File: src/design/fqatan_pkg.sv
package fqatan_pkg;

  // default output scale
  localparam int ANGLE_FRAC_BITS_DEF = 29;

  // field and working widths
  localparam int IN_W     = 32;
  localparam int MAG_W    = 32;
  localparam int SHIFT_W  = 6;
  localparam int POS_W    = 5;
  localparam int C_W      = 61;
  localparam int Z_W      = 62;
  localparam int M_W      = 62;
  localparam int OUT_W    = 32;

  // normalization target and iteration count
  localparam int NORM_MSB     = 57;
  localparam int WORK_BITS    = 60;
  localparam int CORDIC_STEPS = 60;

  // pi in q60
  localparam logic [63:0]    PI_Q60  = 64'h3243F6A8885A308D;
  localparam logic [M_W-1:0] PI_M    = PI_Q60[M_W-1:0];
  localparam logic [M_W-1:0] HALF_PI = PI_Q60[M_W:1];

  // quadrant and special-case flags that ride along the pipe
  typedef struct packed {
    logic yneg;
    logic xneg;
    logic ax_zero;
    logic ay_zero;
  } flags_t;

  // truncating divide of a power of two by the odd number 2k+1
  function automatic logic [63:0] odd_div(input logic [63:0] p, input int unsigned k);
    logic [63:0] q;
    case (k)
      0:       q = p / 64'd1;
      1:       q = p / 64'd3;
      2:       q = p / 64'd5;
      3:       q = p / 64'd7;
      4:       q = p / 64'd9;
      5:       q = p / 64'd11;
      6:       q = p / 64'd13;
      7:       q = p / 64'd15;
      8:       q = p / 64'd17;
      9:       q = p / 64'd19;
      10:      q = p / 64'd21;
      11:      q = p / 64'd23;
      12:      q = p / 64'd25;
      13:      q = p / 64'd27;
      14:      q = p / 64'd29;
      15:      q = p / 64'd31;
      16:      q = p / 64'd33;
      17:      q = p / 64'd35;
      18:      q = p / 64'd37;
      19:      q = p / 64'd39;
      20:      q = p / 64'd41;
      21:      q = p / 64'd43;
      22:      q = p / 64'd45;
      23:      q = p / 64'd47;
      24:      q = p / 64'd49;
      25:      q = p / 64'd51;
      26:      q = p / 64'd53;
      27:      q = p / 64'd55;
      28:      q = p / 64'd57;
      29:      q = p / 64'd59;
      default: q = '0;
    endcase
    return q;
  endfunction

  // atan(2^-i) in q60 from a truncated taylor series
  function automatic logic [Z_W-1:0] rot_angle(input int unsigned i);
    logic [63:0] sum;
    logic [63:0] t;
    int unsigned k;
    int unsigned e;
    sum = '0;
    if (i == 0) begin
      sum = PI_Q60 >> 2;
    end else begin
      for (k = 0; k < 30; k++) begin
        e = (2 * k + 1) * i;
        if (e <= WORK_BITS) begin
          t = odd_div(64'd1 << (WORK_BITS - e), k);
          if (k[0]) begin
            sum = sum - t;
          end else begin
            sum = sum + t;
          end
        end
      end
    end
    return sum[Z_W-1:0];
  endfunction

endpackage

File: src/design/fqatan_cordic_stage.sv
module fqatan_cordic_stage #(
  parameter int STAGE = 0
) (
  input  logic                              clk,
  input  logic                              rst_n,
  input  logic                              en,
  input  logic                              valid_i,
  input  logic signed [fqatan_pkg::C_W-1:0] cx_i,
  input  logic signed [fqatan_pkg::C_W-1:0] cy_i,
  input  logic signed [fqatan_pkg::Z_W-1:0] z_i,
  input  fqatan_pkg::flags_t                flags_i,
  output logic                              valid_o,
  output logic signed [fqatan_pkg::C_W-1:0] cx_o,
  output logic signed [fqatan_pkg::C_W-1:0] cy_o,
  output logic signed [fqatan_pkg::Z_W-1:0] z_o,
  output fqatan_pkg::flags_t                flags_o
);

  localparam logic signed [fqatan_pkg::Z_W-1:0] ROT = fqatan_pkg::rot_angle(STAGE);

  logic                              valid_r;
  logic signed [fqatan_pkg::C_W-1:0] cx_r, cx_nxt;
  logic signed [fqatan_pkg::C_W-1:0] cy_r, cy_nxt;
  logic signed [fqatan_pkg::Z_W-1:0] z_r, z_nxt;
  fqatan_pkg::flags_t                flags_r;
  logic signed [fqatan_pkg::C_W-1:0] dx, dy;

  // one vectoring micro-rotation, direction from the sign of y
  always_comb begin
    dx = cy_i >>> STAGE;
    dy = cx_i >>> STAGE;
    if (!cy_i[fqatan_pkg::C_W-1]) begin
      cx_nxt = cx_i + dx;
      cy_nxt = cy_i - dy;
      z_nxt  = z_i + ROT;
    end else begin
      cx_nxt = cx_i - dx;
      cy_nxt = cy_i + dy;
      z_nxt  = z_i - ROT;
    end
  end

  always_ff @(posedge clk) begin
    if (!rst_n) begin
      valid_r <= 1'b0;
    end else if (en) begin
      valid_r <= valid_i;
    end
  end

  always_ff @(posedge clk) begin
    if (en) begin
      cx_r    <= cx_nxt;
      cy_r    <= cy_nxt;
      z_r     <= z_nxt;
      flags_r <= flags_i;
    end
  end

  assign valid_o = valid_r;
  assign cx_o    = cx_r;
  assign cy_o    = cy_r;
  assign z_o     = z_r;
  assign flags_o = flags_r;

endmodule

File: config.mk
export PLATFORM = sky130hd
export DESIGN_NAME = fqatan_cordic_stage
export DESIGN_NICKNAME = d
export VERILOG_FILES = /design/src/design/fqatan_pkg.sv /design/src/design/fqatan_cordic_stage.sv
export SDC_FILE = /design/constraint.sdc
export NUM_CORES = 1
export LEC_CHECK = 0
export ABC_AREA = 0
export ABC_CLOCK_PERIOD_IN_PS = 4600
export BUFFER_PORTS_ARGS = -buffer_cell sky130_fd_sc_hd__buf_2
export CAP_MARGIN = 20
export CORE_MARGIN = 5
export CORE_UTILIZATION = 50
export DETAILED_ROUTE_END_ITERATION = 6
export MAX_ROUTING_LAYER = met4
export PLACE_DENSITY = 0.73
export RECOVER_POWER = 100
export SLEW_MARGIN = 20
export SYNTH_ARGS = -nofsm -noshare
export SYNTH_HDL_FRONTEND = slang
export SYNTH_SLANG_ARGS = --single-unit
File: constraint.sdc
create_clock -name clk -period 4.6 [get_ports clk]
set_input_delay 0.46 -clock clk [delete_from_list [all_inputs] [get_ports clk]]
set_output_delay 0.46 -clock clk [all_outputs]
set_load 0.005 [all_outputs]
==> metrics.txt <==
# TYPE chip_impl_metric gauge
chip_impl_info{name="outcome",value="finished, violations left"} 1
chip_impl_info{name="failed_checks",value="DRC, capacitance limit, slew limit"} 1
chip_impl_metric{name="postCtsHoldBufs",unit=""} 0
chip_impl_info{name="crit_path_end_kind",value="register"} 1
chip_impl_metric{name="r2r_setup_slack",unit="ps"} 3950
chip_impl_metric{name="synth-edff-count",unit=""} 187
chip_impl_metric{name="maxSlewViolCount",unit=""} 136
chip_impl_info{name="worst-setup-path-type",value="in -> reg"} 1
chip_impl_metric{name="drt-initial-drc-count",unit=""} 2859
chip_impl_metric{name="ys_seq_elements",unit=""} 188
chip_impl_metric{name="avgSynthCellArea",unit="um2"} 8.21
chip_impl_metric{name="tritoncts.num_buffers",unit=""} 17
chip_impl_info{name="grt_setup_unrepaired",value="no"} 1
chip_impl_metric{name="floorplan.initialDensity",unit="%"} 50.5
chip_impl_metric{name="cap_violations",unit=""} 2
chip_impl_metric{name="power.net_switching",unit="uW"} 2760
chip_impl_metric{name="cts_setup_buffers",unit=""} 0
chip_impl_metric{name="syn-instance-count",unit=""} 2510
chip_impl_info{name="tritoncts",value="built"} 1
chip_impl_metric{name="global_route_wire_length_before_repair",unit="mm"} 120
chip_impl_metric{name="detail_route.drc_violations",unit=""} 6
chip_impl_metric{name="post_route_cells_drive_above_1_share",unit="%"} 11.7
chip_impl_metric{name="synth.top_cell.area_share",unit="%"} 27.3
chip_impl_metric{name="core",unit="um2"} 40800
chip_impl_info{name="worst_hold_path_type",value="in -> reg"} 1
chip_impl_metric{name="worst_slew_margin_rel",unit="%"} -93.8
chip_impl_metric{name="worstMarginPinSlew",unit="ps"} 2910
chip_impl_info{name="timing.hold.worst.start",value="flags_i[2]"} 1
chip_impl_metric{name="synth.net_count",unit=""} 2946
chip_impl_metric{name="fin_setup_tns",unit="ps"} 0
chip_impl_metric{name="top_level_ports",unit=""} 381
chip_impl_metric{name="grt_pass1_vias",unit=""} 20600
chip_impl_metric{name="timing.final.crit_period",unit="ps"} 4210
chip_impl_info{name="yosysTopAreaCell",value="edfxtp_1"} 1
chip_impl_metric{name="maxClockFrequency",unit="MHz"} 237
chip_impl_metric{name="clkSlewWorstSetupHoldPaths",unit="ps"} 70
chip_impl_metric{name="floorplan.die.height",unit="um"} 213
chip_impl_metric{name="p_clk_share",unit="%"} 23.4
chip_impl_metric{name="globalRouteMet3Util",unit="%"} 6.92
chip_impl_metric{name="timing.critical_path.arrival",unit="ps"} 4450
chip_impl_metric{name="worst_r2r_path_depth",unit=""} 2
chip_impl_metric{name="synth_cell_type_count",unit=""} 86
chip_impl_metric{name="postSynth.asyncResetShare",unit="%"} 0
chip_impl_info{name="cts-root-buf",value="clkbuf_16"} 1
chip_impl_metric{name="syn_area",unit="um2"} 20600
chip_impl_metric{name="finalCritPeriodShare",unit="%"} 91.6
chip_impl_metric{name="firstDrtPassIters",unit=""} 7
chip_impl_metric{name="power_switching_share",unit="%"} 40.0
chip_impl_metric{name="ys.warnings.count",unit=""} 0
chip_impl_metric{name="globalRouteTotalUtil",unit="%"} 35.2
chip_impl_metric{name="initial_antenna_violation_count",unit=""} 5
chip_impl_metric{name="clock_path_buffers",unit=""} 2
chip_impl_info{name="gr-max-usage-layer",value="met2"} 1
chip_impl_metric{name="insertion_delay",unit="ps"} 490
chip_impl_metric{name="cp_data_required_time",unit="ps"} 4840
chip_impl_metric{name="numPlacedInstances",unit=""} 3374
chip_impl_metric{name="final-setup-viol-count",unit=""} 0
chip_impl_metric{name="drt-wirelength-per-cell",unit="um"} 23.7
chip_impl_metric{name="overall_die_width",unit="um"} 213
chip_impl_metric{name="antenna_left",unit=""} 0
chip_impl_info{name="ys_top_cells_by_area",value="edfxtp_1 (27%), ha_1 (15%), a21oi_1 (8.8%), xnor2_1 (6.5%), inv_1 (3.9%)"} 1
chip_impl_metric{name="internal_power",unit="uW"} 4150
chip_impl_info{name="r2r_end",value="valid_o"} 1
chip_impl_metric{name="globalRoute.totalOverflow",unit=""} 0
chip_impl_metric{name="power.leakage",unit="uW"} 0.0100
chip_impl_metric{name="std_cell_rows",unit=""} 74
chip_impl_metric{name="peakVddDrop",unit="mV"} 0.286
chip_impl_metric{name="synth.yosys.seq_area_share",unit="%"} 27.4
chip_impl_metric{name="final_net_count",unit=""} 3297
chip_impl_metric{name="maximum_level_of_the_cts_h_tree",unit=""} 4
chip_impl_metric{name="power.density",unit="nW/um2"} 294
chip_impl_metric{name="worst-path-max-fanout",unit=""} 6
chip_impl_metric{name="io_buffer_count",unit=""} 380
chip_impl_info{name="r2r_start",value="valid_o"} 1
chip_impl_metric{name="dp_hpwl",unit="mm"} 65.5
chip_impl_metric{name="hold_viol_final",unit=""} 0
chip_impl_metric{name="detail_route.wirelength",unit="mm"} 80.7
chip_impl_info{name="timing.hold.worst_endpoint",value="flags_o[2]"} 1
chip_impl_metric{name="grt_util_met1",unit="%"} 46.2
chip_impl_metric{name="final_cells",unit=""} 3411
chip_impl_metric{name="dieArea",unit="um2"} 45400
chip_impl_info{name="worst_setup_path_start_kind",value="primary input"} 1
chip_impl_metric{name="clock_sinks",unit=""} 188
chip_impl_metric{name="grtUsageMet2",unit="%"} 53.8
chip_impl_metric{name="share_comb_of_total_power",unit="%"} 41.8
chip_impl_metric{name="place_congestion",unit=""} 1.03
chip_impl_metric{name="grt_max_degree",unit=""} 175
chip_impl_metric{name="synthToLayoutAreaGrowth",unit="%"} 14.1
chip_impl_info{name="yosys_most_used_dff",value="edfxtp_1"} 1
chip_impl_metric{name="finClkSkew",unit="ps"} 0
chip_impl_metric{name="pwr-share-seq",unit="%"} 34.8
chip_impl_metric{name="vias_per_instance",unit=""} 6.30
chip_impl_metric{name="post_cts_resized",unit=""} 0
chip_impl_metric{name="hold-path-cell-count",unit=""} 1
chip_impl_metric{name="vias",unit=""} 21500
[state kept, by name, summed over array words and instances, names as in the netlist]
| register | flops |
|---|---|
| flags_o | 4 |
| cy_o | 60 |
| valid_o | 1 |
| z_o | 62 |
| cx_o | 61 |
[cell usage in the layout, fill, tap and decap left out, drive strengths merged, types with 18 or more instances in the layout]
cell type / netlist / routed
buf: 31 / 278
o21a: 25 / 25
a21oi: 362 / 362
nand2b: 20 / 20
nor4: 25 / 25
a31oi: 22 / 22
nand2: 165 / 165
a21o: 70 / 70
o211ai: 20 / 20
mux2i: 21 / 21
inv: 217 / 222
nand3: 36 / 36
nor3: 44 / 44
nor2: 198 / 198
o31ai: 29 / 29
o21ai: 183 / 183
ha: 240 / 240
nand4: 45 / 45
edfxtp: 187 / 187
nor2b: 18 / 18
clkbuf: 74 / 176
a211oi: 25 / 25
xnor2: 153 / 153
xor2: 22 / 22
o21bai: 79 / 79
[power groups by stage]
stage	Clock (uW)	Combinational, uW	Sequential (uW)
after CTS	1650	2890	2390
final	1620	2890	2400
after floorplan	0	1690	2430
after global placement	0	2870	2420
after global routing	1710	3100	2420
after detailed placement	0	2880	2430
[metal layers]
metal | routed length, um | up-vias
li1 | - | 9895
met1 | 33800 | 10200
met2 | 36200 | 1240
met3 | 7470 | 187
met4 | 3220 | 0
met5 | 0 | -
[cell usage after synthesis, drive strengths merged, types with 16 or more instances]
cell    count
o21a       25
nor4       25
xnor2     153
nand4      45
o21bai     79
or3        16
a21oi     362
o21ai     183
mux2i      21
o31ai      29
nand3      36
o211ai     20
nand2     165
ha        240
nand2b     20
nor3       44
clkbuf     74
edfxtp    187
a21o       70
inv       217
a21boi     17
a31oi      22
nor2b      18
xor2       22
nor2      198
buf        31
a211oi     25
[worst max path at each step]
stage	endpoint	depth (start not counted)	slack, ps	start
2_1_floorplan	z_o[55]	14	450	cy_i[60]
3_5_place_dp	cy_o[52]	14	290	cx_i[7]
6_report	cx_o[60]	13	390	cx_i[0]
3_3_place_gp	cx_o[51]	13	270	cx_i[32]
5_1_grt	cx_o[60]	12	280	cx_i[1]
4_1_cts	cy_o[52]	14	820	cx_i[7]
[logic make-up (layout without fill, tap and decap cells)]
kind of cell / count (synthesis) / count (layout) / synth area share [%]
AND/OR/NAND/NOR: 606 / 606 / 13.7
AO/OA/AOI/OAI: 951 / 951 / 29.4
flip-flops: 188 / 188 / 27.4
adder cells (fa/ha/maj): 244 / 244 / 15.0
buffers and inverters: 325 / 689 / 6.18
other: 0 / 5 / 0
multiplexers: 21 / 21 / 1.02
XOR/XNOR: 175 / 175 / 7.44
[worst max-delay path: stages]
cell and delay, ps:
clkbuf_1 140, inv_1 70, ha_1 260, fa_1 420
o21ai_0 280, a31oi_1 170, o21ai_0 740, a31oi_1 360
o311ai_1 490, a21oi_1 320, or3_1 420, a22oi_1 230
xor2_1 100
[layout make-up]
class,count,area (um2)
Fill cell,3823,17300
Multi-Input combinational cell,1997,13700
Sequential cell,188,5640
Timing Repair Buffer,437,2110
Inverter,220,828
Tap cell,532,666
Clock buffer,17,425
Clock inverter,15,186
Antenna cell,5,12.5
[stage by stage]
| step | area (um2) | power [uW] | worst slack, ps | hold slack, ps | utilization (%) |
|---|---|---|---|---|---|
| after CTS | 23800 | 6930 | 824 | 102 | 58.3 |
| after global placement | 23200 | 5290 | 266 | 490 | 56.8 |
| final | 23500 | 6910 | 388 | 137 | 57.6 |
| after floorplan | 20600 | 4110 | 451 | 507 | - |
| after global routing | 23500 | 7240 | 277 | 109 | 57.6 |
| after detailed placement | 23200 | 5300 | 289 | 510 | 56.8 |
(Power assumes the default switching activity.)
