### src/design/fqatan_pkg.sv
package fqatan_pkg;

  // default output scale
  localparam int ANGLE_FRAC_BITS_DEF = 29;

  // field and working widths
  localparam int IN_W     = 32;
  localparam int MAG_W    = 32;
  localparam int SHIFT_W  = 6;
  localparam int POS_W    = 5;
  localparam int C_W      = 61;
  localparam int Z_W      = 62;
  localparam int M_W      = 62;
  localparam int OUT_W    = 32;

  // normalization target and iteration count
  localparam int NORM_MSB     = 57;
  localparam int WORK_BITS    = 60;
  localparam int CORDIC_STEPS = 60;

  // pi in q60
  localparam logic [63:0]    PI_Q60  = 64'h3243F6A8885A308D;
  localparam logic [M_W-1:0] PI_M    = PI_Q60[M_W-1:0];
  localparam logic [M_W-1:0] HALF_PI = PI_Q60[M_W:1];

  // quadrant and special-case flags that ride along the pipe
  typedef struct packed {
    logic yneg;
    logic xneg;
    logic ax_zero;
    logic ay_zero;
  } flags_t;

  // truncating divide of a power of two by the odd number 2k+1
  function automatic logic [63:0] odd_div(input logic [63:0] p, input int unsigned k);
    logic [63:0] q;
    case (k)
      0:       q = p / 64'd1;
      1:       q = p / 64'd3;
      2:       q = p / 64'd5;
      3:       q = p / 64'd7;
      4:       q = p / 64'd9;
      5:       q = p / 64'd11;
      6:       q = p / 64'd13;
      7:       q = p / 64'd15;
      8:       q = p / 64'd17;
      9:       q = p / 64'd19;
      10:      q = p / 64'd21;
      11:      q = p / 64'd23;
      12:      q = p / 64'd25;
      13:      q = p / 64'd27;
      14:      q = p / 64'd29;
      15:      q = p / 64'd31;
      16:      q = p / 64'd33;
      17:      q = p / 64'd35;
      18:      q = p / 64'd37;
      19:      q = p / 64'd39;
      20:      q = p / 64'd41;
      21:      q = p / 64'd43;
      22:      q = p / 64'd45;
      23:      q = p / 64'd47;
      24:      q = p / 64'd49;
      25:      q = p / 64'd51;
      26:      q = p / 64'd53;
      27:      q = p / 64'd55;
      28:      q = p / 64'd57;
      29:      q = p / 64'd59;
      default: q = '0;
    endcase
    return q;
  endfunction

  // atan(2^-i) in q60 from a truncated taylor series
  function automatic logic [Z_W-1:0] rot_angle(input int unsigned i);
    logic [63:0] sum;
    logic [63:0] t;
    int unsigned k;
    int unsigned e;
    sum = '0;
    if (i == 0) begin
      sum = PI_Q60 >> 2;
    end else begin
      for (k = 0; k < 30; k++) begin
        e = (2 * k + 1) * i;
        if (e <= WORK_BITS) begin
          t = odd_div(64'd1 << (WORK_BITS - e), k);
          if (k[0]) begin
            sum = sum - t;
          end else begin
            sum = sum + t;
          end
        end
      end
    end
    return sum[Z_W-1:0];
  endfunction

endpackage

### src/design/fqatan_post.sv
module fqatan_post #(
  parameter int ANGLE_FRAC_BITS = fqatan_pkg::ANGLE_FRAC_BITS_DEF
) (
  input  logic                                clk,
  input  logic                                rst_n,
  input  logic                                en,
  input  logic                                valid_i,
  input  logic signed [fqatan_pkg::Z_W-1:0]   z_i,
  input  fqatan_pkg::flags_t                  flags_i,
  output logic                                valid_o,
  output logic signed [fqatan_pkg::OUT_W-1:0] angle_o,
  output logic                                invalid_o
);

  localparam int SH = fqatan_pkg::WORK_BITS - ANGLE_FRAC_BITS;
  localparam logic [fqatan_pkg::M_W:0] RND = (fqatan_pkg::M_W + 1)'(1) << (SH - 1);

  // stage a: clamped first-quadrant angle
  logic                           va_r;
  logic [fqatan_pkg::M_W-1:0]     th_a_r, th_a_nxt;
  fqatan_pkg::flags_t             fl_a_r;

  // stage b: quadrant-corrected magnitude
  logic                           vb_r;
  logic [fqatan_pkg::M_W-1:0]     mag_b_r, mag_b_nxt;
  fqatan_pkg::flags_t             fl_b_r;

  // stage c: rounded magnitude
  logic                           vc_r;
  logic [fqatan_pkg::OUT_W-1:0]   rnd_c_r, rnd_c_nxt;
  logic                           neg_c_r, inv_c_r;
  logic [fqatan_pkg::M_W:0]       sum_c, shf_c;

  // stage d: output register
  logic                              vd_r;
  logic signed [fqatan_pkg::OUT_W-1:0] angle_d_r, angle_d_nxt;
  logic                              inv_d_r;

  // clamp residue to [0, pi/2], zero ordinate gives zero
  always_comb begin
    if (z_i[fqatan_pkg::Z_W-1]) begin
      th_a_nxt = '0;
    end else if ($unsigned(z_i) > fqatan_pkg::HALF_PI) begin
      th_a_nxt = fqatan_pkg::HALF_PI;
    end else begin
      th_a_nxt = $unsigned(z_i);
    end
    if (flags_i.ay_zero) begin
      th_a_nxt = '0;
    end
  end

  // restore the quadrant
  always_comb begin
    if (fl_a_r.ax_zero) begin
      mag_b_nxt = fqatan_pkg::HALF_PI;
    end else if (fl_a_r.xneg) begin
      mag_b_nxt = fqatan_pkg::PI_M - th_a_r;
    end else begin
      mag_b_nxt = th_a_r;
    end
  end

  // round to nearest at the output scale
  always_comb begin
    sum_c     = {1'b0, mag_b_r} + RND;
    shf_c     = sum_c >> SH;
    rnd_c_nxt = shf_c[fqatan_pkg::OUT_W-1:0];
  end

  // apply sign, zero pair gives zero
  always_comb begin
    if (inv_c_r) begin
      angle_d_nxt = '0;
    end else if (neg_c_r) begin
      angle_d_nxt = $signed(fqatan_pkg::OUT_W'(0) - rnd_c_r);
    end else begin
      angle_d_nxt = $signed(rnd_c_r);
    end
  end

  always_ff @(posedge clk) begin
    if (!rst_n) begin
      va_r <= 1'b0;
      vb_r <= 1'b0;
      vc_r <= 1'b0;
      vd_r <= 1'b0;
    end else if (en) begin
      va_r <= valid_i;
      vb_r <= va_r;
      vc_r <= vb_r;
      vd_r <= vc_r;
    end
  end

  always_ff @(posedge clk) begin
    if (en) begin
      th_a_r    <= th_a_nxt;
      fl_a_r    <= flags_i;
      mag_b_r   <= mag_b_nxt;
      fl_b_r    <= fl_a_r;
      rnd_c_r   <= rnd_c_nxt;
      neg_c_r   <= fl_b_r.yneg;
      inv_c_r   <= fl_b_r.ax_zero & fl_b_r.ay_zero;
      angle_d_r <= angle_d_nxt;
      inv_d_r   <= inv_c_r;
    end
  end

  assign valid_o   = vd_r;
  assign angle_o   = angle_d_r;
  assign invalid_o = inv_d_r;

endmodule
### config.mk
export PLATFORM = sky130hd
export DESIGN_NAME = fqatan_post
export DESIGN_NICKNAME = d
export VERILOG_FILES = /design/src/design/fqatan_pkg.sv /design/src/design/fqatan_post.sv
export SDC_FILE = /design/constraint.sdc
export NUM_CORES = 1
export LEC_CHECK = 0
export BUFFER_PORTS_ARGS = -buffer_cell sky130_fd_sc_hd__clkbuf_2
export CAP_MARGIN = 10
export CORE_MARGIN = 3
export CORE_UTILIZATION = 59
export DETAILED_ROUTE_END_ITERATION = 12
export PLACE_DENSITY = 0.82
export SETUP_SLACK_MARGIN = 0.02
export SLEW_MARGIN = 10
export SYNTH_ARGS = -nofsm -noshare
export SYNTH_HDL_FRONTEND = slang
export SYNTH_SLANG_ARGS = --single-unit
### constraint.sdc
create_clock -name clk -period 3 [get_ports clk]
set_input_delay 0.3 -clock clk [delete_from_list [all_inputs] [get_ports clk]]
set_output_delay 0.3 -clock clk [all_outputs]
set_load 0.01 [all_outputs]
==> results of run 1 <==
-- how the worst min path moves through the flow --
stage                from         to  depth (start not counted)
2_1_floorplan  flags_i[0]  fl_a_r[0]                          0
3_3_place_gp    fl_a_r[0]  fl_b_r[0]                          0
3_5_place_dp    fl_a_r[3]  fl_b_r[3]                          0
4_1_cts        flags_i[1]  fl_a_r[1]                          1
5_1_grt        flags_i[1]  fl_a_r[1]                          1
6_report       flags_i[3]  fl_a_r[3]                          1
-- sequential cells by signal, indices dropped and copies added, names as in the netlist --
name       cells
th_a_r        60
angle_o       32
mag_b_r       32
rnd_c_r       32
fl_a_r         4
fl_b_r         3
inv_c_r        1
invalid_o      1
neg_c_r        1
va_r           1
valid_o        1
vb_r           1
vc_r           1
-- synthesized netlist by cell type (5+ instances only) --
cell type    n
nor4_1      14
o31ai_1     11
a31oi_1      8
clkbuf_1    30
nand3_1     28
nor2b_1     26
mux2i_1     13
or3_1       23
nand2_1     50
a21o_1       6
o211ai_1     8
xor2_1      37
or4_1        5
nand4_1     24
a2111oi_0    5
nor2_1      86
nor3_1      22
mux2_2      11
and2_1      41
edfxtp_1   166
and4_1       7
xnor2_1     23
o21ai_0     29
inv_1       18
and3_1      17
a211oi_1    11
o21a_1      28
nor3b_1      6
a21oi_1     27
o31ai_4      5
-- stage by stage --
| step | setup WS (ns) | total power (W) |
|---|---|---|
| 3_5_place_dp | 0.246 | 0.00370 |
| 3_3_place_gp | 0.317 | 0.00368 |
| 2_1_floorplan | 0.522 | 0.00340 |
| 5_1_grt | 0.0604 | 0.00596 |
| 4_1_cts | 0.221 | 0.00575 |
| 6_report | 0.242 | 0.00573 |
-- cell families after synthesis --
family          Yosys count
simple gates            378
compound gates          176
flops                   170
xor+xnor                 60
buf+inv                  55
mux                      24
fa+ha+maj                 2
-- worst register-to-register path, stage by stage, from the launching register on --
cell and delay [ns]:
edfxtp_1 0.45, or4_4 0.57, or3_4 0.38, or3b_1 0.60
o31ai_4 0.25, xor2_1 0.18, nor2_1 0.05
-- report_power, final --
group          switching, W  total (W)  internal (W)
sequential         0.000166    0.00299       0.00283
clock              0.000918    0.00207       0.00115
combinational      0.000377   0.000668      0.000291
-- metal layers --
metal	global-route usage	wire (um)
met5	0	0
met4	0.0970	602
met3	0.0354	1220
met2	0.396	9920
met1	0.303	8590
-- layout make-up --
cell class                 instances  area [sq um]  share of cell area
clock inverter                    15           136              0.0125
inverter                          18          67.6             0.00618
clock buffer                      17           425              0.0389
tap                              211           264              0.0242
timing repair buffer             134           767              0.0702
sequential                       170          5060               0.463
multi-input combinational        640          4210               0.385
==> reports/summary.log, run 1 <==
INFO  clock_network  cts_resized=0
INFO  power          ir_drop=0.000408V
INFO  final_layout   layout-drive-gt1-share=0.201
INFO  clock_network  cts_buffers=17
INFO  synthesis      synth_cell_type_count=75
INFO  clock_network  clk-insertion-delay-late=0.42ns
INFO  synthesis      muxShareOfSynthArea=0.0267
INFO  synthesis      ys_warn_count=0
INFO  final_layout   num_antenna_cells=0
INFO  timing         finalSetupViolCount=0
INFO  synthesis      post_synth_xor_area_fraction=0.0553
INFO  detailed_routing drc=0
INFO  final_layout   mostFrequentLayoutCells=edfxtp_1, clkbuf_2, nor2_1, nand2_1, and2_1
INFO  place          dpl_cells=1,173
INFO  worst_setup_path critical_path.reg2reg.endpoint=angle_o[24]
INFO  timing         layout_worst_path_cycle_share=0.919
INFO  synthesis      synth_adder_area_share=0.00263
INFO  final_layout   post-route-util=0.706
INFO  worst_setup_path delay_of_the_slowest_critical_path_stage=0.59ns
INFO  floorplanning  initial_utilization=0.614
INFO  synthesis      synth.yosys.seq_area_share=0.533
INFO  clock_network  cell_chosen_for_the_clock_root=clkbuf_16
INFO  floorplanning  floorplan.io_pins=104
INFO  final_layout   nNetsFinal=1,053
INFO  clock_network  cts_hold_buf=0
INFO  flow_run       max_cap_viol_count=0
INFO  worst_setup_path crit_path_end_kind=flip-flop
INFO  synthesis      synth_top_family_by_area=simple AND/OR/NAND/NOR gates
INFO  synthesis      synthArstFlopShare=0
INFO  detailed_routing vias_after_detailed_routing=7,145
INFO  global_routing grt_pass1_wl=33,200um
INFO  floorplanning  row_count=45
INFO  detailed_routing detailedRoute.firstIterationViolations=467
INFO  final_layout   layout.filler_cells=1,101
INFO  worst_setup_path cp_data_arrival_time=2.90ns
INFO  clock_network  clock-sinks=170
INFO  synthesis      synthesis.instances=865
INFO  timing         fmax=363MHz
INFO  worst_setup_path crit_slowest_cell=or3b_1
INFO  outcome        status=complete, no violations
INFO  clock_network  ctsLongestPathBuffers=2
INFO  timing         max_slew.worst_pin.slew=0.989ns
INFO  power          power.static_leakage=3.98nW
INFO  global_routing largest_net_degree_at_the_start_of_global_routing=62
INFO  worst_setup_path cp_max_fo=6
INFO  synthesis      synth-seq-cells=170
INFO  global_routing globalRoute.totalOverflow=0
INFO  synthesis      post_synthesis_mean_instance_area=11.0squm
INFO  detailed_routing post_drt_via_cell_ratio=5.93
INFO  timing         setup-tns-final=0ns
INFO  synthesis      complex_gate_fraction_of_the_synthesized_area=0.138
INFO  timing         fin_worst_skew=0.00695ns
INFO  worst_setup_path critical_path.startpoint_type=flip-flop
INFO  worst_setup_path critical_path_required_time=3.14ns
INFO  worst_setup_path crit_chain=or4_4 -> or3_4 -> or3b_1 -> o31ai_4 -> xor2_1 -> nor2_1
INFO  final_layout   final_design_area_no_fill=10,900squm
INFO  final_layout   layout.cells.most_common=edfxtp_1
INFO  detailed_routing antenna_violating_nets_post_route=0
INFO  worst_setup_path timing_worst_setup_path_type=reg -> reg
INFO  global_routing antenna_violations_before_repair=0
INFO  worst_setup_path reg2reg_setup_slack=0.24ns
INFO  synthesis      synth_nets=937
INFO  worst_setup_path crit_cells=6
INFO  worst_setup_path worst_r2r_start=rnd_c_r[4]
INFO  synthesis      synth_area_leader=edfxtp_1
INFO  clock_network  cts_tree=yes
INFO  floorplanning  die-area=17,700squm
INFO  floorplanning  die_y=133um
INFO  clock_network  cts.repair_timing.setup_buffer_count=0
INFO  place          port-buffer-count=103
INFO  place          placed_area=10,400squm
INFO  timing         finalMaxSlewViolations=0
INFO  worst_setup_path cp.buffers_inverters=0
INFO  worst_setup_path worst_r2r_path_depth=6
INFO  clock_network  clkSlewWorstSetupHoldPaths=0.06ns
INFO  global_routing first_global_vias=6,764
INFO  timing         max_slew_margin=0.341
INFO  worst_hold_path min-delay-path-class=in -> reg
INFO  clock_network  cts_max_level=4
INFO  timing         hold_viol=0
INFO  synthesis      synthSimpleGateAreaFrac=0.220
INFO  timing         rsz_0062_raised_after_global_routing=false
INFO  place          place.detailed.hpwl=15,200um
INFO  synthesis      postSynth.topFlopCell=edfxtp_1
INFO  synthesis      synth.top_cells.by_area=edfxtp_1, xor2_1, nor2_1
INFO  floorplanning  core-area=15,500squm
INFO  power          power-per-cell-area=524nW/um^2
INFO  floorplanning  die_w=133um
INFO  global_routing grt_usage=0.234
INFO  detailed_routing firstDrtPassIters=5
INFO  timing         fin_hold_ws=0.0547ns
INFO  worst_setup_path cp_top_family=simple AND/OR/NAND/NOR gates
INFO  detailed_routing route.final.wire_length=20,300um
INFO  timing         final_period_minus_worst_setup_slack=2.76ns
INFO  detailed_routing wl_per_cell=16.9um
INFO  worst_setup_path cp-endpoint=angle_o[24]
INFO  place          routabilityCongestion=0.944
INFO  synthesis      syn-cell-area=9510squm
INFO  synthesis      synthDominantCellAreaShare=0.524
INFO  synthesis      synth_edf_count=166
INFO  final_layout   final_cell_count_no_fill=1,205
INFO  final_layout   synthToLayoutAreaGrowth=15.0%
INFO  worst_setup_path worst_setup_path_startpoint=rnd_c_r[4]
Power figures use the tool's default switching activity.
==> run 2: changes to the inputs <==
CORE_UTILIZATION = 35   (was 59)
PLACE_DENSITY = 0.54   (was 0.82)
RECOVER_POWER = 100   (was unset)
==> run 2 against run 1 <==
  * The flow now finishes with violations (max-capacitance violations, max-slew violations)
  * Final cell count increased by 10%
  * Count of clock-buffer cells in the layout stayed put
  * Register-to-register slack better by 0.04 ns
  * Hold slack got worse by 0.0021 ns
  * Critical path depth stayed put
  * Maximum frequency rose by 1.6%
  * Routed wire length up 8.4%
  * Combinational power decreased by 3%
  * First-iteration DRC count shrank 27%
  * Clock skew grew 0.0089 ns
  * Critical path type unchanged
==> reports/summary.log, run 2 (synthesized netlist as in run 1, its figures left out) <==
INFO  detailed_routing antenna_violating_nets_post_route=0 [unchanged]
INFO  clock_network  cts_max_level=4 [unchanged]
INFO  floorplanning  row_count=59 [+31%]
INFO  worst_setup_path critical_path_required_time=3.15ns [about the same]
INFO  worst_setup_path worst_r2r_start=rnd_c_r[4]
INFO  clock_network  clk-insertion-delay-late=0.43ns [about the same]
INFO  worst_setup_path delay_of_the_slowest_critical_path_stage=0.59ns [about the same]
INFO  clock_network  cts_buffers=17 [unchanged]
INFO  clock_network  cts_resized=0 [unchanged]
INFO  floorplanning  floorplan.io_pins=104 [unchanged]
INFO  global_routing globalRoute.totalOverflow=0 [unchanged]
INFO  clock_network  cell_chosen_for_the_clock_root=clkbuf_16
INFO  final_layout   layout.filler_cells=2,553 [+130%]
INFO  detailed_routing post_drt_via_cell_ratio=5.22 [-12%]
INFO  worst_setup_path crit_slowest_cell=or4_1
INFO  worst_setup_path worst_setup_path_startpoint=rnd_c_r[4]
INFO  timing         rsz_0062_raised_after_global_routing=false
INFO  place          preCtsSetupSlack=0.261ns [+0.0143 ns]
INFO  worst_setup_path crit_cells=6 [unchanged]
INFO  power          power.static_leakage=3.81nW [-4.2%]
INFO  worst_hold_path worst_hold_path.endpoint=fl_a_r[1]
INFO  timing         worst_setup_slack_final=0.284ns [+0.0423 ns]
INFO  detailed_routing route.final.wire_length=22,000um [+8.4%]
INFO  clock_network  cts.repair_timing.setup_buffer_count=0 [unchanged]
INFO  timing         fin_hold_ws=0.0526ns [-0.00207 ns]
INFO  floorplanning  die_w=171um [+28%]
INFO  final_layout   num_antenna_cells=0 [unchanged]
INFO  worst_setup_path timing_worst_setup_path_type=reg -> reg
INFO  floorplanning  die-area=29,200squm [+65%]
INFO  final_layout   nNetsFinal=1,055 [+0.19%]
INFO  power          power-per-cell-area=528nW/um^2 [+0.64%]
INFO  clock_network  clkSlewWorstSetupHoldPaths=0.08ns [+0.02 ns]
INFO  worst_setup_path crit_chain=or4_1 -> or3_4 -> or3b_1 -> o31ai_1 -> xor2_1 -> nor2_1
INFO  timing         fmax=368MHz [+1.6%]
INFO  floorplanning  initial_utilization=0.361 [-0.253]
INFO  global_routing antenna_violations_before_repair=0 [unchanged]
INFO  worst_setup_path critical_path.reg2reg.endpoint=angle_o[30]
INFO  worst_hold_path hold_depth=1 [unchanged]
INFO  detailed_routing firstDrtPassIters=5 [unchanged]
INFO  timing         max_slew.worst_pin.slew=1.77ns [+0.784 ns]
INFO  detailed_routing wl_per_cell=16.6um [-1.9%]
INFO  clock_network  cts_hold_buf=0 [unchanged]
INFO  worst_setup_path cp_data_arrival_time=2.87ns [-0.03 ns]
INFO  final_layout   top_register=th_a_r
INFO  worst_setup_path reg2reg_setup_slack=0.28ns [+0.04 ns]
INFO  floorplanning  core-area=26,400squm [+70%]
INFO  detailed_routing vias_after_detailed_routing=6,947 [-2.8%]
INFO  final_layout   mostFrequentLayoutCells=edfxtp_1, nor2_1, clkbuf_2, nand2_1, clkbuf_1
INFO  timing         finalMaxSlewViolations=72 [+72]
INFO  timing         max_slew_margin=-0.182 [-0.523]
INFO  timing         layout_worst_path_cycle_share=0.905 [-0.0141]
INFO  worst_hold_path hold_start=flags_i[1]
INFO  final_layout   post-route-util=0.415 [-0.291]
INFO  timing         final_period_minus_worst_setup_slack=2.72ns [-0.0423 ns]
INFO  final_layout   final_design_area_no_fill=10,900squm [+0.15%]
INFO  worst_setup_path cp_top_family=simple AND/OR/NAND/NOR gates
INFO  place          port-buffer-count=103 [unchanged]
INFO  worst_hold_path min-delay-path-class=in -> reg
INFO  clock_network  cts_tree=yes
INFO  global_routing largest_net_degree_at_the_start_of_global_routing=72 [+16%]
INFO  timing         hold_viol=0 [unchanged]
INFO  place          placed_area=10,600squm [+1.9%]
INFO  worst_setup_path crit_path_end_kind=flip-flop
INFO  place          routabilityCongestion=0.871 [-7.8%]
INFO  detailed_routing drc=0 [unchanged]
INFO  timing         setup-tns-final=0ns [unchanged]
INFO  global_routing first_global_vias=6,717 [-0.69%]
INFO  clock_network  clock-sinks=170 [unchanged]
INFO  timing         fin_worst_skew=0.0159ns [+0.00894 ns]
INFO  worst_setup_path cp_max_fo=6 [unchanged]
INFO  final_layout   synthToLayoutAreaGrowth=15.1%
INFO  final_layout   layout.cells.most_common=edfxtp_1
INFO  worst_setup_path critical_path.startpoint_type=flip-flop
INFO  outcome        status=finished, violations left
INFO  worst_setup_path cp.buffers_inverters=0 [unchanged]
INFO  power          ir_drop=0.000295V [-28%]
INFO  global_routing grt_usage=0.155 [-0.0791]
INFO  worst_setup_path worst_r2r_path_depth=6 [unchanged]
INFO  flow_run       max_cap_viol_count=1 [+1]
INFO  timing         finalSetupViolCount=0 [unchanged]
INFO  global_routing grt_pass1_wl=36,100um [+8.7%]
INFO  floorplanning  die_y=171um [+28%]
INFO  detailed_routing detailedRoute.firstIterationViolations=340 [-27%]
INFO  final_layout   layout-drive-gt1-share=0.146 [-0.0556]
INFO  clock_network  ctsLongestPathBuffers=2 [unchanged]
INFO  final_layout   largest_register_ffs=60 [unchanged]
INFO  outcome        failed_checks=max-capacitance violations, max-slew violations
INFO  place          place.detailed.hpwl=16,600um [+9.3%]
## run 2: cell types whose count changed in the layout (fill, tap and decap cells not counted), sizes merged
cell | previous run | this run
clkbuf | 119 | 129
dlymetal6s2s | 0 | 1
buf | 32 | 23
clkinv | 7 | 6
inv | 24 | 25
clkinvlp | 1 | 2
bufinv | 1 | 0
## run 2: stage by stage
stage                     total power [W]  cells
after floorplan                   0.00340    865
after global placement            0.00372   1299
after detailed placement          0.00372   1299
after CTS                         0.00588   1331
after global routing              0.00606   1331
final                             0.00578   1331
## run 2: final cells by class
class | instances | area, sq um | area share
sequential | 170 | 5060 | 0.463
multi-input combinational | 640 | 4120 | 0.376
timing repair buffer | 136 | 692 | 0.0632
clock buffer | 17 | 425 | 0.0389
tap | 335 | 419 | 0.0383
clock inverter | 15 | 159 | 0.0145
inverter | 18 | 67.6 | 0.00617
## run 2: where the power goes
group,switching (W),leakage [nW],internal (W)
Clock,0.00102,0.280,0.00111
Combinational,0.000378,1.88,0.000270
Sequential,0.000165,1.65,0.00283
## run 2: worst max path at each step
stage	end	slack (ns)
2_1_floorplan	mag_b_r[45]	0.52
3_3_place_gp	angle_o[24]	0.30
3_5_place_dp	angle_o[30]	0.26
4_1_cts	angle_o[30]	0.26
5_1_grt	th_a_r[32]	0.09
6_report	angle_o[30]	0.28
## run 2: worst register-to-register path: stages, from the launching register on
cell	delay (ns)
edfxtp_1	0.44
or4_1	0.59
or3_4	0.39
or3b_1	0.50
o31ai_1	0.32
xor2_1	0.17
nor2_1	0.05
## run 2: metal layers
layer / wire length [um] / GRT usage / vias up
met5: 0 / 0 / -
met4: 424 / 0.0483 / 0
met3: 1150 / 0.0254 / 25
met2: 9960 / 0.248 / 219
met1: 10500 / 0.218 / 3177
li1: - / - / 3526
